File: src/hw/rtl/assert_macros.svh
// Assertion macros shared by the posting list decoder RTL.
`ifndef ASSERT_MACROS_SVH
`define ASSERT_MACROS_SVH
`ifndef SYNTHESIS
`define PLD_ASSERT(name, prop, msg) \
  name: assert property (@(posedge clk_i) disable iff (!rst_ni) prop) else $error(msg);
`define PLD_ASSERT_NEVER(name, expr, msg) \
  name: assert property (@(posedge clk_i) disable iff (!rst_ni) !(expr)) else $error(msg);
`else
`define PLD_ASSERT(name, prop, msg)
`define PLD_ASSERT_NEVER(name, expr, msg)
`endif
`endif

File: src/hw/rtl/pld_pkg.sv
// Types, codes and helpers of the posting list decoder.
`default_nettype none

package pld_pkg;

  localparam logic [1:0] KIND_FIXED    = 2'd0;
  localparam logic [1:0] KIND_VAR_HDR  = 2'd1;
  localparam logic [1:0] KIND_POSITION = 2'd2;
  localparam logic [1:0] KIND_ERROR    = 2'd3;

  localparam logic [1:0] LEN_CODE_ERROR = 2'd3;

  typedef struct packed {
    logic        have;
    logic [1:0]  kind;
    logic [27:0] doc_id;
    logic [31:0] entry_value;
    logic [13:0] position;
    logic [32:0] area_bytes;
    logic        list_done;
  } pld_result_t;

  // Number of value bytes for a size code: 1 one byte, 2 two bytes, 3 four bytes.
  function automatic logic [2:0] value_size(logic [1:0] code);
    logic [2:0] size;
    case (code)
      2'd1:    size = 3'd1;
      2'd2:    size = 3'd2;
      default: size = 3'd4;
    endcase
    return size;
  endfunction

endpackage

`default_nettype wire

File: src/hw/rtl/pld_if.sv
// Valid/ready channel interfaces of the posting list decoder.
`default_nettype none

interface pld_in_if;
  logic       valid;
  logic       ready;
  logic [7:0] data_byte;
  logic       end_of_list;

  modport source (output valid, output data_byte, output end_of_list, input ready);
  modport sink   (input valid, input data_byte, input end_of_list, output ready);
endinterface

interface pld_out_if;
  logic               valid;
  logic               ready;
  logic [1:0]         kind;
  logic [27:0]        doc_id;
  logic signed [31:0] entry_value;
  logic [13:0]        position;
  logic [32:0]        area_bytes;
  logic               list_done;

  modport source (output valid, output kind, output doc_id, output entry_value,
                  output position, output area_bytes, output list_done, input ready);
  modport sink   (input valid, input kind, input doc_id, input entry_value,
                  input position, input area_bytes, input list_done, output ready);
endinterface

`default_nettype wire

File: src/hw/rtl/posting_list_decoder.sv
// Posting list decoder top level: input stage, parser and result register.
//
// The block takes a compressed posting list one byte per beat on in_i (data_byte
// and end_of_list, the latter set on the final byte of a list) and delivers
// decoded records on out_o: fixed entries, variable entry headers, position
// records and format errors. A byte yields zero or one record.
// A byte accepted into the input stage register is parsed from there, and
// its record is loaded into the output register, from which it is taken.
// Throughput: one byte per cycle while the receiver takes records; the parse
// state is updated by a single step of combinational logic between the input
// register and the parser registers, so a new byte can enter every cycle.
// When the receiver stalls, the record waits in the output register; one
// more byte is held in the input stage, and bytes that make no record still
// pass through the parser. Input ready drops only when both stages are full.
// Reset clears both stages and puts the parser at the start of a group id.
`default_nettype none
`include "assert_macros.svh"

module posting_list_decoder (
  input  wire logic  clk_i,
  input  wire logic  rst_ni,
  pld_in_if.sink     in_i,
  pld_out_if.source  out_o
);

  logic                 s1_valid_q;
  logic [7:0]           s1_byte_q;
  logic                 s1_eol_q;
  logic                 s1_adv;
  logic                 in_ready;
  logic                 out_valid_q;
  pld_pkg::pld_result_t core_res;
  pld_pkg::pld_result_t out_q;

  pld_core u_core (
    .clk_i  (clk_i),
    .rst_ni (rst_ni),
    .step_i (s1_adv),
    .byte_i (s1_byte_q),
    .eol_i  (s1_eol_q),
    .res_o  (core_res)
  );

  // A byte leaves the input stage unless its record would overwrite a stalled one.
  assign s1_adv   = s1_valid_q && (!core_res.have || !out_valid_q || out_o.ready);
  assign in_ready = !s1_valid_q || s1_adv;
  assign in_i.ready = in_ready;

  always_ff @(posedge clk_i or negedge rst_ni) begin
    if (!rst_ni) begin
      s1_valid_q <= 1'b0;
    end else if (in_ready) begin
      s1_valid_q <= in_i.valid;
    end
  end

  always_ff @(posedge clk_i) begin
    if (in_ready && in_i.valid) begin
      s1_byte_q <= in_i.data_byte;
      s1_eol_q  <= in_i.end_of_list;
    end
  end

  always_ff @(posedge clk_i or negedge rst_ni) begin
    if (!rst_ni) begin
      out_valid_q <= 1'b0;
    end else if (s1_adv && core_res.have) begin
      out_valid_q <= 1'b1;
    end else if (out_o.ready) begin
      out_valid_q <= 1'b0;
    end
  end

  always_ff @(posedge clk_i) begin
    if (s1_adv && core_res.have) begin
      out_q <= core_res;
    end
  end

  assign out_o.valid       = out_valid_q;
  assign out_o.kind        = out_q.kind;
  assign out_o.doc_id      = out_q.doc_id;
  assign out_o.entry_value = out_q.entry_value;
  assign out_o.position    = out_q.position;
  assign out_o.area_bytes  = out_q.area_bytes;
  assign out_o.list_done   = out_q.list_done;

  `PLD_ASSERT(a_record_loaded, s1_adv && core_res.have |=> out_valid_q, "parsed record was not registered")
  `PLD_ASSERT(a_stall_cause, !in_ready |-> s1_valid_q && out_valid_q, "input stalled without both stages full")
  `PLD_ASSERT(a_s1_hold, s1_valid_q && !s1_adv |=> s1_valid_q && $stable(s1_byte_q), "held input byte was lost")

endmodule

`default_nettype wire

File: src/hw/rtl/pld_core.sv
// Parse state of the posting list decoder and its per-byte next-state logic.
`default_nettype none
`include "assert_macros.svh"

module pld_core (
  input  wire logic              clk_i,
  input  wire logic              rst_ni,
  input  wire logic              step_i,
  input  wire logic [7:0]        byte_i,
  input  wire logic              eol_i,
  output pld_pkg::pld_result_t   res_o
);

  typedef enum logic [11:0] {
    PH_GID_LO   = 12'b0000_0000_0001,
    PH_GID_HI   = 12'b0000_0000_0010,
    PH_LEN0     = 12'b0000_0000_0100,
    PH_LEN_MORE = 12'b0000_0000_1000,
    PH_ENT_LO   = 12'b0000_0001_0000,
    PH_ENT_HI   = 12'b0000_0010_0000,
    PH_FIX_VAL  = 12'b0000_0100_0000,
    PH_AREA_LEN = 12'b0000_1000_0000,
    PH_POS_LO   = 12'b0001_0000_0000,
    PH_POS_HI   = 12'b0010_0000_0000,
    PH_POS_VAL  = 12'b0100_0000_0000,
    PH_DRAIN    = 12'b1000_0000_0000
  } phase_e;

  phase_e      phase_q, phase_d;
  logic [15:0] group_base_q, group_base_d;
  logic [21:0] group_left_q, group_left_d;
  logic [32:0] area_left_q, area_left_d;
  logic [31:0] assembly_q, assembly_d;
  logic [2:0]  byte_count_q, byte_count_d;
  logic [11:0] entry_low_id_q, entry_low_id_d;
  logic [2:0]  value_code_q, value_code_d;
  logic [13:0] pos_hold_q, pos_hold_d;

  logic [21:0] gl_dec;
  logic [21:0] gl_len;
  logic [32:0] al_dec;
  logic [31:0] asm_col;
  logic [2:0]  bc_inc;
  logic [15:0] word;
  logic [3:0]  ent_code;
  logic        fail;
  logic        start;
  logic [32:0] area_cnt;
  logic        have;
  logic [1:0]  kind;
  logic [31:0] val;
  logic [13:0] pos;
  logic [32:0] area;

  always_comb begin
    phase_d        = phase_q;
    group_base_d   = group_base_q;
    group_left_d   = group_left_q;
    area_left_d    = area_left_q;
    assembly_d     = assembly_q;
    byte_count_d   = byte_count_q;
    entry_low_id_d = entry_low_id_q;
    value_code_d   = value_code_q;
    pos_hold_d     = pos_hold_q;

    have     = 1'b0;
    kind     = pld_pkg::KIND_FIXED;
    val      = '0;
    pos      = '0;
    area     = '0;
    fail     = 1'b0;
    start    = 1'b0;
    area_cnt = '0;

    gl_dec   = group_left_q - 22'd1;
    al_dec   = area_left_q - 33'd1;
    asm_col  = assembly_q | ({24'b0, byte_i} << {byte_count_q[1:0], 3'b000});
    bc_inc   = byte_count_q + 3'd1;
    word     = {byte_i, assembly_q[7:0]};
    ent_code = assembly_q[3:0];
    gl_len   = group_left_q | (byte_count_q[0] ? {6'b0, byte_i, 8'b0} : {14'b0, byte_i});

    unique case (phase_q)
      PH_GID_LO: begin
        assembly_d = {24'b0, byte_i};
        phase_d    = PH_GID_HI;
      end
      PH_GID_HI: begin
        group_base_d = word;
        phase_d      = PH_LEN0;
      end
      PH_LEN0: begin
        case (byte_i[7:6])
          pld_pkg::LEN_CODE_ERROR: fail = 1'b1;
          2'd0: begin
            group_left_d = {16'b0, byte_i[5:0]};
            if (byte_i[5:0] == 6'd0) fail = 1'b1;
            else phase_d = PH_ENT_LO;
          end
          default: begin
            group_left_d = byte_i[7] ? {byte_i[5:0], 16'b0} : {8'b0, byte_i[5:0], 8'b0};
            value_code_d = {1'b0, byte_i[7:6]};
            byte_count_d = 3'd0;
            phase_d      = PH_LEN_MORE;
          end
        endcase
      end
      PH_LEN_MORE: begin
        group_left_d = gl_len;
        byte_count_d = bc_inc;
        if (bc_inc >= value_code_q) begin
          if (gl_len == 22'd0) fail = 1'b1;
          else phase_d = PH_ENT_LO;
        end
      end
      PH_ENT_LO: begin
        group_left_d = gl_dec;
        assembly_d   = {24'b0, byte_i};
        if (gl_dec == 22'd0) fail = 1'b1;
        else phase_d = PH_ENT_HI;
      end
      PH_ENT_HI: begin
        group_left_d   = gl_dec;
        entry_low_id_d = {byte_i, assembly_q[7:4]};
        assembly_d     = '0;
        byte_count_d   = 3'd0;
        if (ent_code[3]) begin
          if (ent_code[2:0] == 3'd0) begin
            if (gl_dec == 22'd0) fail = 1'b1;
            else phase_d = PH_AREA_LEN;
          end else begin
            start    = 1'b1;
            area_cnt = {30'b0, ent_code[2:0]} + 33'd1;
          end
        end else if (ent_code[2:0] < 3'd5) begin
          have    = 1'b1;
          kind    = pld_pkg::KIND_FIXED;
          val     = {29'b0, ent_code[2:0]};
          phase_d = (gl_dec == 22'd0) ? PH_GID_LO : PH_ENT_LO;
        end else begin
          value_code_d = pld_pkg::value_size(ent_code[1:0]);
          if (gl_dec == 22'd0) fail = 1'b1;
          else phase_d = PH_FIX_VAL;
        end
      end
      PH_FIX_VAL: begin
        group_left_d = gl_dec;
        assembly_d   = asm_col;
        byte_count_d = bc_inc;
        if (bc_inc >= value_code_q) begin
          have    = 1'b1;
          kind    = pld_pkg::KIND_FIXED;
          val     = asm_col;
          phase_d = (gl_dec == 22'd0) ? PH_GID_LO : PH_ENT_LO;
        end else if (gl_dec == 22'd0) begin
          fail = 1'b1;
        end
      end
      PH_AREA_LEN: begin
        group_left_d = gl_dec;
        assembly_d   = asm_col;
        byte_count_d = bc_inc;
        if (bc_inc >= 3'd4) begin
          start    = 1'b1;
          area_cnt = {1'b0, asm_col} + 33'd1;
        end else if (gl_dec == 22'd0) begin
          fail = 1'b1;
        end
      end
      PH_POS_LO: begin
        group_left_d = gl_dec;
        area_left_d  = al_dec;
        assembly_d   = {24'b0, byte_i};
        if (al_dec == 33'd0) fail = 1'b1;
        else phase_d = PH_POS_HI;
      end
      PH_POS_HI: begin
        group_left_d = gl_dec;
        area_left_d  = al_dec;
        pos_hold_d   = word[13:0];
        assembly_d   = '0;
        byte_count_d = 3'd0;
        if (word[15:14] == 2'd0) begin
          have = 1'b1;
          kind = pld_pkg::KIND_POSITION;
          pos  = word[13:0];
          if (al_dec != 33'd0) phase_d = PH_POS_LO;
          else phase_d = (gl_dec == 22'd0) ? PH_GID_LO : PH_ENT_LO;
        end else begin
          value_code_d = pld_pkg::value_size(word[15:14]);
          if (al_dec == 33'd0) fail = 1'b1;
          else phase_d = PH_POS_VAL;
        end
      end
      PH_POS_VAL: begin
        group_left_d = gl_dec;
        area_left_d  = al_dec;
        assembly_d   = asm_col;
        byte_count_d = bc_inc;
        if (bc_inc >= value_code_q) begin
          have = 1'b1;
          kind = pld_pkg::KIND_POSITION;
          val  = asm_col;
          pos  = pos_hold_q;
          if (al_dec != 33'd0) phase_d = PH_POS_LO;
          else phase_d = (gl_dec == 22'd0) ? PH_GID_LO : PH_ENT_LO;
        end else if (al_dec == 33'd0) begin
          fail = 1'b1;
        end
      end
      PH_DRAIN: begin
        phase_d = PH_DRAIN;
      end
      default: begin
        phase_d = PH_GID_LO;
      end
    endcase

    // A position area may not reach past the end of its group.
    if (start) begin
      if (area_cnt > {11'b0, gl_dec}) begin
        fail = 1'b1;
      end else begin
        have        = 1'b1;
        kind        = pld_pkg::KIND_VAR_HDR;
        area        = area_cnt;
        area_left_d = area_cnt;
        phase_d     = PH_POS_LO;
      end
    end

    if (fail) begin
      have    = 1'b1;
      kind    = pld_pkg::KIND_ERROR;
      val     = '0;
      pos     = '0;
      area    = '0;
      phase_d = PH_DRAIN;
    end

    // End of list: while draining it only restarts the parser; otherwise the
    // list must end exactly on a group boundary.
    if (eol_i) begin
      if (phase_q != PH_DRAIN) begin
        if (!(have && (kind == pld_pkg::KIND_ERROR || phase_d == PH_GID_LO))) begin
          have = 1'b1;
          kind = pld_pkg::KIND_ERROR;
          val  = '0;
          pos  = '0;
          area = '0;
        end
      end
      phase_d = PH_GID_LO;
    end
  end

  always_comb begin
    res_o.have        = have;
    res_o.kind        = kind;
    res_o.doc_id      = (kind == pld_pkg::KIND_ERROR) ? 28'd0 : {group_base_d, entry_low_id_d};
    res_o.entry_value = val;
    res_o.position    = pos;
    res_o.area_bytes  = area;
    res_o.list_done   = eol_i;
  end

  always_ff @(posedge clk_i or negedge rst_ni) begin
    if (!rst_ni) begin
      phase_q        <= PH_GID_LO;
      group_base_q   <= '0;
      group_left_q   <= '0;
      area_left_q    <= '0;
      assembly_q     <= '0;
      byte_count_q   <= '0;
      entry_low_id_q <= '0;
      value_code_q   <= '0;
      pos_hold_q     <= '0;
    end else if (step_i) begin
      phase_q        <= phase_d;
      group_base_q   <= group_base_d;
      group_left_q   <= group_left_d;
      area_left_q    <= area_left_d;
      assembly_q     <= assembly_d;
      byte_count_q   <= byte_count_d;
      entry_low_id_q <= entry_low_id_d;
      value_code_q   <= value_code_d;
      pos_hold_q     <= pos_hold_d;
    end
  end

  `PLD_ASSERT(a_eol_restarts, step_i && eol_i |=> phase_q == PH_GID_LO, "end of list did not restart the parser")
  `PLD_ASSERT(a_error_drains, step_i && have && kind == pld_pkg::KIND_ERROR && !eol_i |=> phase_q == PH_DRAIN, "format error did not enter drain")
  `PLD_ASSERT_NEVER(a_area_in_group, (phase_q == PH_POS_LO || phase_q == PH_POS_HI || phase_q == PH_POS_VAL) && (area_left_q > {11'b0, group_left_q}), "position area exceeds group body")

endmodule

`default_nettype wire

File: src/flat_wrapper.sv
// flat-port wrapper written by rule: the top's interface ports become plain ports
module posting_list_decoder_flat 
  (clk_i, rst_ni, in_i_valid, in_i_data_byte, in_i_end_of_list, in_i_ready, out_o_valid, out_o_kind, out_o_doc_id, out_o_entry_value, out_o_position, out_o_area_bytes, out_o_list_done, out_o_ready);
  pld_in_if in_i_i ();
  pld_out_if out_o_i ();
  input  wire logic clk_i;
  input  wire logic rst_ni;
  input wire logic [$bits(in_i_i.valid)-1:0] in_i_valid;
  input wire logic [$bits(in_i_i.data_byte)-1:0] in_i_data_byte;
  input wire logic [$bits(in_i_i.end_of_list)-1:0] in_i_end_of_list;
  output wire logic [$bits(in_i_i.ready)-1:0] in_i_ready;
  output wire logic [$bits(out_o_i.valid)-1:0] out_o_valid;
  output wire logic [$bits(out_o_i.kind)-1:0] out_o_kind;
  output wire logic [$bits(out_o_i.doc_id)-1:0] out_o_doc_id;
  output wire logic [$bits(out_o_i.entry_value)-1:0] out_o_entry_value;
  output wire logic [$bits(out_o_i.position)-1:0] out_o_position;
  output wire logic [$bits(out_o_i.area_bytes)-1:0] out_o_area_bytes;
  output wire logic [$bits(out_o_i.list_done)-1:0] out_o_list_done;
  input wire logic [$bits(out_o_i.ready)-1:0] out_o_ready;
  assign in_i_i.valid = in_i_valid;
  assign in_i_i.data_byte = in_i_data_byte;
  assign in_i_i.end_of_list = in_i_end_of_list;
  assign in_i_ready = in_i_i.ready;
  assign out_o_valid = out_o_i.valid;
  assign out_o_kind = out_o_i.kind;
  assign out_o_doc_id = out_o_i.doc_id;
  assign out_o_entry_value = out_o_i.entry_value;
  assign out_o_position = out_o_i.position;
  assign out_o_area_bytes = out_o_i.area_bytes;
  assign out_o_list_done = out_o_i.list_done;
  assign out_o_i.ready = out_o_ready;
  posting_list_decoder u_core (.clk_i(clk_i), .rst_ni(rst_ni), .in_i(in_i_i), .out_o(out_o_i));
endmodule
File: config.mk
export PLATFORM = sky130hd
export DESIGN_NAME = posting_list_decoder_flat
export DESIGN_NICKNAME = d
export VERILOG_FILES = /design/src/hw/rtl/pld_pkg.sv /design/src/hw/rtl/pld_if.sv /design/src/hw/rtl/posting_list_decoder.sv /design/src/hw/rtl/pld_core.sv /design/src/flat_wrapper.sv
export VERILOG_INCLUDE_DIRS = /design/src /design/src/hw/rtl
export SDC_FILE = /design/constraint.sdc
export NUM_CORES = 1
export LEC_CHECK = 0
export BUFFER_PORTS_ARGS = -buffer_cell sky130_fd_sc_hd__buf_2
export CAP_MARGIN = 20
export CORE_MARGIN = 4
export CORE_UTILIZATION = 40
export DETAILED_ROUTE_END_ITERATION = 7
export SYNTH_ARGS = -nofsm -noshare
export SYNTH_HDL_FRONTEND = slang
export SYNTH_SLANG_ARGS = --single-unit
File: constraint.sdc
create_clock -name clk_i -period 17.1 [get_ports clk_i]
set_input_delay 0.855 -clock clk_i [delete_from_list [all_inputs] [get_ports clk_i]]
set_output_delay 0.855 -clock clk_i [all_outputs]
set_load 0.005 [all_outputs]
==> results of run 1 <==
==> power by group <==
part	internal (mW)	leakage, nW	switching, mW
logic	0.218	3.59	0.427
clock network	0.410	0.504	0.283
registers	0.747	3.08	0.101
==> how the worst min path moves through the flow <==
stage	end	slack [ns]
after floorplan	u_core.u_core.assembly_q[22]	0.45
after global placement	u_core.u_core.assembly_q[13]	0.46
after detailed placement	u_core.u_core.assembly_q[13]	0.47
after CTS	u_core.u_core.area_left_q[28]	0.21
after global routing	u_core.u_core.area_left_q[28]	0.23
final	u_core.u_core.area_left_q[27]	0.20
==> synth_stat cells (13+ instances only) <==
master     number  share of area
or3_1          23         0.0092
dfrtp_1       148           0.24
a2bb2oi_1      15         0.0084
a21o_1         26          0.012
a21oi_1       166          0.053
a22o_1         15         0.0084
clkbuf_1      101          0.024
nand2_1       149          0.036
xor2_1         19          0.011
a22oi_1        24          0.011
nor3_1         72          0.023
a31oi_1        25          0.010
ha_1           39          0.031
inv_1          58          0.014
nand2b_1       19         0.0076
o21ai_0        81          0.026
or4_1          16         0.0076
nor4_1         32          0.013
edfxtp_1      119           0.23
nand4_1        18         0.0072
nand3_1        37          0.012
o22ai_1        32          0.013
nor3b_1        13         0.0062
mux2_2         39          0.028
xnor2_1        21          0.012
nor2_1        162          0.039
==> final cells by class <==
| type | instances | area [µm²] | share of cell area |
|---|---|---|---|
| flip-flops and latches | 268 | 7300 | 0.410 |
| clock inverters | 21 | 254 | 0.0143 |
| repair buffers | 155 | 860 | 0.0483 |
| multi-input cells | 1243 | 7710 | 0.433 |
| inverters | 58 | 218 | 0.0122 |
| clock buffers | 35 | 800 | 0.0449 |
| well taps | 518 | 648 | 0.0364 |
==> per-layer routing <==
metal / track usage / up-vias / share of wire / wire (µm)
li1: - / 6389 / - / -
met5: 0 / - / 0 / 0
met4: 0.0796 / 0 / 0.031 / 1650
met3: 0.0345 / 95 / 0.076 / 4030
met2: 0.379 / 615 / 0.45 / 23700
met1: 0.352 / 6769 / 0.44 / 23500
==> cell families after synthesis <==
logic type	Yosys count	share of synthesized area
muxes	45	0.0318
DFF	268	0.465
buffers and inverters	187	0.0492
xor gates and xnor gates	40	0.0223
and+or+nand+nor	626	0.203
other	1	0.000239
adders and majority gates	39	0.0311
AOI/OAI and AO/OA	482	0.197
==> registers in the layout (all words and copies together) (netlist names), 14 cells and up <==
name,flops
u_core.u_core.area_left_q,33
u_core.out_o.entry_value,32
u_core.u_core.group_left_q,22
u_core.u_core.group_base_q,16
u_core.out_o.doc_id,28
u_core.out_o.area_bytes,33
u_core.out_o.position,14
u_core.u_core.assembly_q,32
u_core.u_core.pos_hold_q,14
==> critical path: stages, from the launching register on <==
cell	delay [ns]
edfxtp_1	0.93
or3b_2	0.52
a222oi_1	0.57
nand4_1	0.71
nor4_1	0.47
xor2_1	0.30
nor2_1	0.11
ha_1	0.31
nand4_1	0.16
nor4_1	0.39
nand4_1	0.13
o21ai_0	0.09
a31oi_1	0.14
or3_1	0.44
o32ai_4	0.47
nand2_1	0.34
buf_4	0.37
o22ai_1	0.31
a2bb2oi_1	0.10
==> metrics by stage <==
step / total power [mW] / setup slack, ns
after floorplan: 1.26 / 8.57
after global placement: 1.48 / 10.37
after detailed placement: 1.49 / 10.22
after CTS: 2.18 / 10.22
after global routing: 2.29 / 9.58
final: 2.19 / 10.08
==> flow_metrics.py, run 1 <==
metrics = {
    "detailed_routing": {
        "wire_per_inst_um": 23.0,
        "vias": 13900,
        "drc": 0,
        "first_pass_iters": 6,
        "ant_nets": 0,
        "vias_per_cell": 6.03,
        "drt_iter0_drc": 1561,
        "drt_wl_total_um": 52900,
    },
    "placed_design": {
        "gp_congestion": 0.959,
        "port_buffers": 124,
        "dp_cells": 2242,
        "postPlaceCellArea_mm2": 0.0167,
        "hpwlAfterDp_um": 36700,
    },
    "die": {
        "start_util": 0.405,
        "die_h_um": 206,
        "fp.dieArea_mm2": 0.0425,
        "ios": 125,
        "die_x_um": 206,
        "num_rows": 72,
        "coreArea_mm2": 0.0387,
    },
    "global_route": {
        "grt.total_usage": 0.244,
        "grt_pass1_vias": 13300,
        "grt_first_pass_wirelength_um": 81000,
        "gr-total-overflow": 0,
        "grt_max_degree": 68,
        "antenna_found_initial": 0,
    },
    "timing": {
        "post-route-period-util": 0.410,
        "rsz0062_at_grt": "false",
        "setup_viol": 0,
        "relSlewSlack": 0.216,
        "period_minus_slack_ns": 7.02,
        "slew_viol_final": 0,
        "whs_ns": 0.199,
        "clock.fmax_mhz": 143,
        "setup_tns_ns": 0,
        "finalHoldViolCount": 0,
        "worstMarginPinSlew_ns": 1.17,
        "finClkSkew_ns": 0.0152,
    },
    "clock_tree": {
        "cts_setup_buffers": 0,
        "cts_hold_buf": 0,
        "post_cts_resize_count": 0,
        "cts_buffers": 30,
        "cts_tree": "built",
        "cts-htree-levels": 1,
        "clk_latency_ns": 0.58,
        "clk_path_buf_depth": 3,
        "cts_sinks": 268,
        "cts-root-buf": "clkbuf_16",
        "clk_pin_slew_worst_paths_ns": 0.07,
    },
    "cells_and_area": {
        "utilization": 0.459,
        "layout_commonest_cell": "a21oi_1",
        "layout-drive-gt1-share": 0.159,
        "nets": 1808,
        "fill_cells": 3692,
        "stdcell_count": 2298,
        "final_cell_mix": "a21oi_1 (166), nor2_1 (160), nand2_1 (149), dfrtp_1 (148), buf_2 (123)",
        "n_antenna_cell": 0,
        "final_area_mm2": 0.0178,
        "area_growth_pct": 13.3,
    },
    "synthesis": {
        "synth_ff_type": "dfrtp_1",
        "synth_area_mm2": 0.0157,
        "synth_area_per_cell_um2": 9.30,
        "async_reset_ff_frac": 0.556,
        "synthCells": 1688,
        "synth_seq_cells": 268,
        "ys_seq_area_frac": 0.465,
        "synth-edff-count": 119,
        "ys_warn_count": 0,
        "yosysUniqueCellTypes": 89,
    },
    "critical_path": {
        "r2r_slack_ns": 10.08,
        "crit_end": "u_core.u_core.area_left_q[20]",
        "timing_worst_setup_path_type": "flop to flop",
        "critPathCaptureType": "flop",
        "reg2reg_from": "u_core.s1_byte_q[0]",
        "reg2reg_depth": 18,
        "cp_data_required_time_ns": 17.54,
        "worst_ep_arrival_time_ns": 7.46,
        "critical_path.max_fanout": 34,
        "startpoint": "u_core.s1_byte_q[0]",
        "r2r_end": "u_core.u_core.area_left_q[20]",
        "start_kind": "flop",
    },
    "pwr": {
        "ir_worst_vdd_v": 0.0000805,
        "p_per_area_mw_per_mm2": 123,
        "p_leak_nw": 7.18,
    },
    "min_path": {
        "min_path_type": "input port to async pin",
    },
    "outcome": {
        "status": "completed",
    },
    "run": {
        "max_cap_violations": 0,
    },
}
No activity file was read; power rests on OpenSTA's default activity.
==> inputs of run 2 (changes only) <==
clock period = 6.5 ns   (was 17.1 ns; I/O delays follow)
==> run 2 against run 1 <==
First-iteration DRC count decreased by 5.6%; clock skew is 0.0011 ns lower; via count up 1.9%; die area is the same; power rose to 2.6 times the previous value; flip-flop and latch count stayed put; cell count up 1.4%; combinational power rose to 2.7 times the previous value; sequential share of layout area is 0.60 points lower; core utilization rose by 0.68 points; register-to-register slack worse by 9.7 ns; global-route usage is 0.18 points lower; largest cell class unchanged.
==> flow_metrics.py, run 2 (synthesis results as in run 1) <==
metrics = {
    "clock_tree": {
        "cts_sinks": 268,
        "clk_pin_slew_worst_paths_ns": 0.06,
        "cts_tree": "built",
        "cts-htree-levels": 1,
        "cts-root-buf": "clkbuf_16",
        "clk_latency_ns": 0.59,
        "clk_path_buf_depth": 3,
        "cts_buffers": 31,
        "cts_setup_buffers": 0,
    },
    "die": {
        "num_rows": 72,
        "coreArea_mm2": 0.0387,
        "die_x_um": 206,
        "die_h_um": 206,
        "fp.dieArea_mm2": 0.0425,
        "ios": 125,
        "start_util": 0.405,
    },
    "timing": {
        "finClkSkew_ns": 0.0141,
        "period_minus_slack_ns": 6.16,
        "post-route-period-util": 0.947,
        "fin_ws_ns": 0.343,
        "slew_viol_final": 0,
        "relSlewSlack": 0.276,
        "worstMarginPinSlew_ns": 1.08,
        "clock.fmax_mhz": 162,
        "setup_tns_ns": 0,
        "setup_viol": 0,
        "finalHoldViolCount": 0,
        "rsz0062_at_grt": "false",
    },
    "critical_path": {
        "start_kind": "flop",
        "critPathCaptureType": "flop",
        "critical_path.max_fanout": 47,
        "timing_worst_setup_path_type": "flop to flop",
        "cp_data_required_time_ns": 6.85,
        "worst_ep_arrival_time_ns": 6.51,
    },
    "global_route": {
        "grt_pass1_vias": 13400,
        "antenna_found_initial": 1,
        "grt_first_pass_wirelength_um": 80800,
        "gr-total-overflow": 0,
        "grt.total_usage": 0.242,
        "grt_max_degree": 86,
    },
    "detailed_routing": {
        "wl_met1_um": 23100,
        "drt_iter0_drc": 1474,
        "vias_per_cell": 6.06,
        "first_pass_iters": 6,
        "met3WireLength_um": 4540,
        "wl_met2_um": 23700,
        "drc": 0,
        "drt_wl_total_um": 52600,
        "wire_per_inst_um": 22.6,
        "routed.top_layer": "met5",
        "vias": 14100,
        "ant_nets": 0,
    },
    "pwr": {
        "ir_worst_vdd_v": 0.000203,
        "fin_total_pwr_mw": 5.76,
        "p_leak_nw": 7.32,
        "p_per_area_mw_per_mm2": 319,
    },
    "cells_and_area": {
        "utilization": 0.466,
        "area_growth_pct": 15.0,
        "final_cell_mix": "a21oi_1 (166), nor2_1 (160), nand2_1 (149), dfrtp_1 (148), buf_2 (123)",
        "layout-drive-gt1-share": 0.166,
        "n_antenna_cell": 0,
        "final_area_mm2": 0.0181,
        "nets": 1840,
        "layout_commonest_cell": "a21oi_1",
    },
    "placed_design": {
        "postPlaceCellArea_mm2": 0.0169,
        "pre_cts_ws_ns": 0.360,
        "hpwlAfterDp_um": 37000,
        "gp_congestion": 0.958,
        "port_buffers": 124,
    },
    "min_path": {
        "min_path_type": "input port to flop",
    },
    "run": {
        "max_cap_violations": 0,
    },
    "outcome": {
        "status": "completed",
    },
}
[run 2: final timing paths]
| path | start | endpoint | cells past startpoint | slack (ns) |
|---|---|---|---|---|
| max | u_core.u_core.byte_count_q[1] | u_core.out_o.area_bytes[2] | 21 | 0.34 |
| min | out_o_ready | u_core.out_o.valid | 4 | 0.12 |
| max reg2reg | u_core.u_core.byte_count_q[1] | u_core.out_o.area_bytes[2] | 21 | 0.34 |
| min reg2reg | u_core.u_core.assembly_q[22] | u_core.u_core.assembly_q[22] | 1 | 0.48 |
| max in group asynchronous | rst_ni | u_core.u_core.entry_low_id_q[8] | 3 | 4.66 |
| min in group asynchronous | rst_ni | u_core.u_core.area_left_q[27] | 2 | 0.38 |
[run 2: final cells by class]
cell class | instances | area, µm²
fillers | 3719 | 20700
multi-input cells | 1243 | 7720
flip-flops and latches | 268 | 7300
repair buffers | 186 | 1120
clock buffers | 39 | 806
well taps | 518 | 648
clock inverters | 19 | 244
inverters | 58 | 218
[run 2: worst max-delay path, cell delays in order, from the launching register on]
cell      delay [ns]
dfrtp_1         0.47
or3b_2          0.52
nand2_1         0.11
ha_1            0.23
a21boi_1        0.33
and4_1          0.39
nand2_1         0.14
nor2_1          0.10
nor2_1          0.05
a211oi_1        0.38
nor2_1          0.16
ha_1            0.32
and4_1          0.25
and3_1          0.18
a22oi_1         0.19
a31oi_1         0.15
or3_1           0.40
nor3_1          0.40
o21a_1          0.35
nand2_2         0.07
buf_4           0.30
nor3b_1         0.43
[run 2: power breakdown]
| group | switching (mW) | internal [mW] |
|---|---|---|
| Clock | 0.758 | 1.05 |
| Combinational | 1.15 | 0.608 |
| Sequential | 0.228 | 1.97 |
[run 2: repair_timing]
| action | 4_1_cts | 5_1_grt |
|---|---|---|
| hold buffers | 11 | 0 |
| hold endpoints to repair | 93 | 0 |
| resized for setup | 0 | 3 |
| endpoints found under the setup margin | 0 | 37 |
[run 2: through the flow]
| step | instances | hold WS, ns |
|---|---|---|
| 2_1_floorplan | 1698 | 0.0294 |
| 3_3_place_gp | 2262 | 0.458 |
| 3_5_place_dp | 2262 | 0.471 |
| 4_1_cts | 2331 | 0.0909 |
| 5_1_grt | 2331 | 0.168 |
| 6_report | 2331 | 0.121 |
[run 2: layer usage]
layer,up-vias,GRT usage
met1,6891,0.352
met2,682,0.379
met4,2,0.0635
met3,90,0.0373
met5,-,0
li1,6460,-
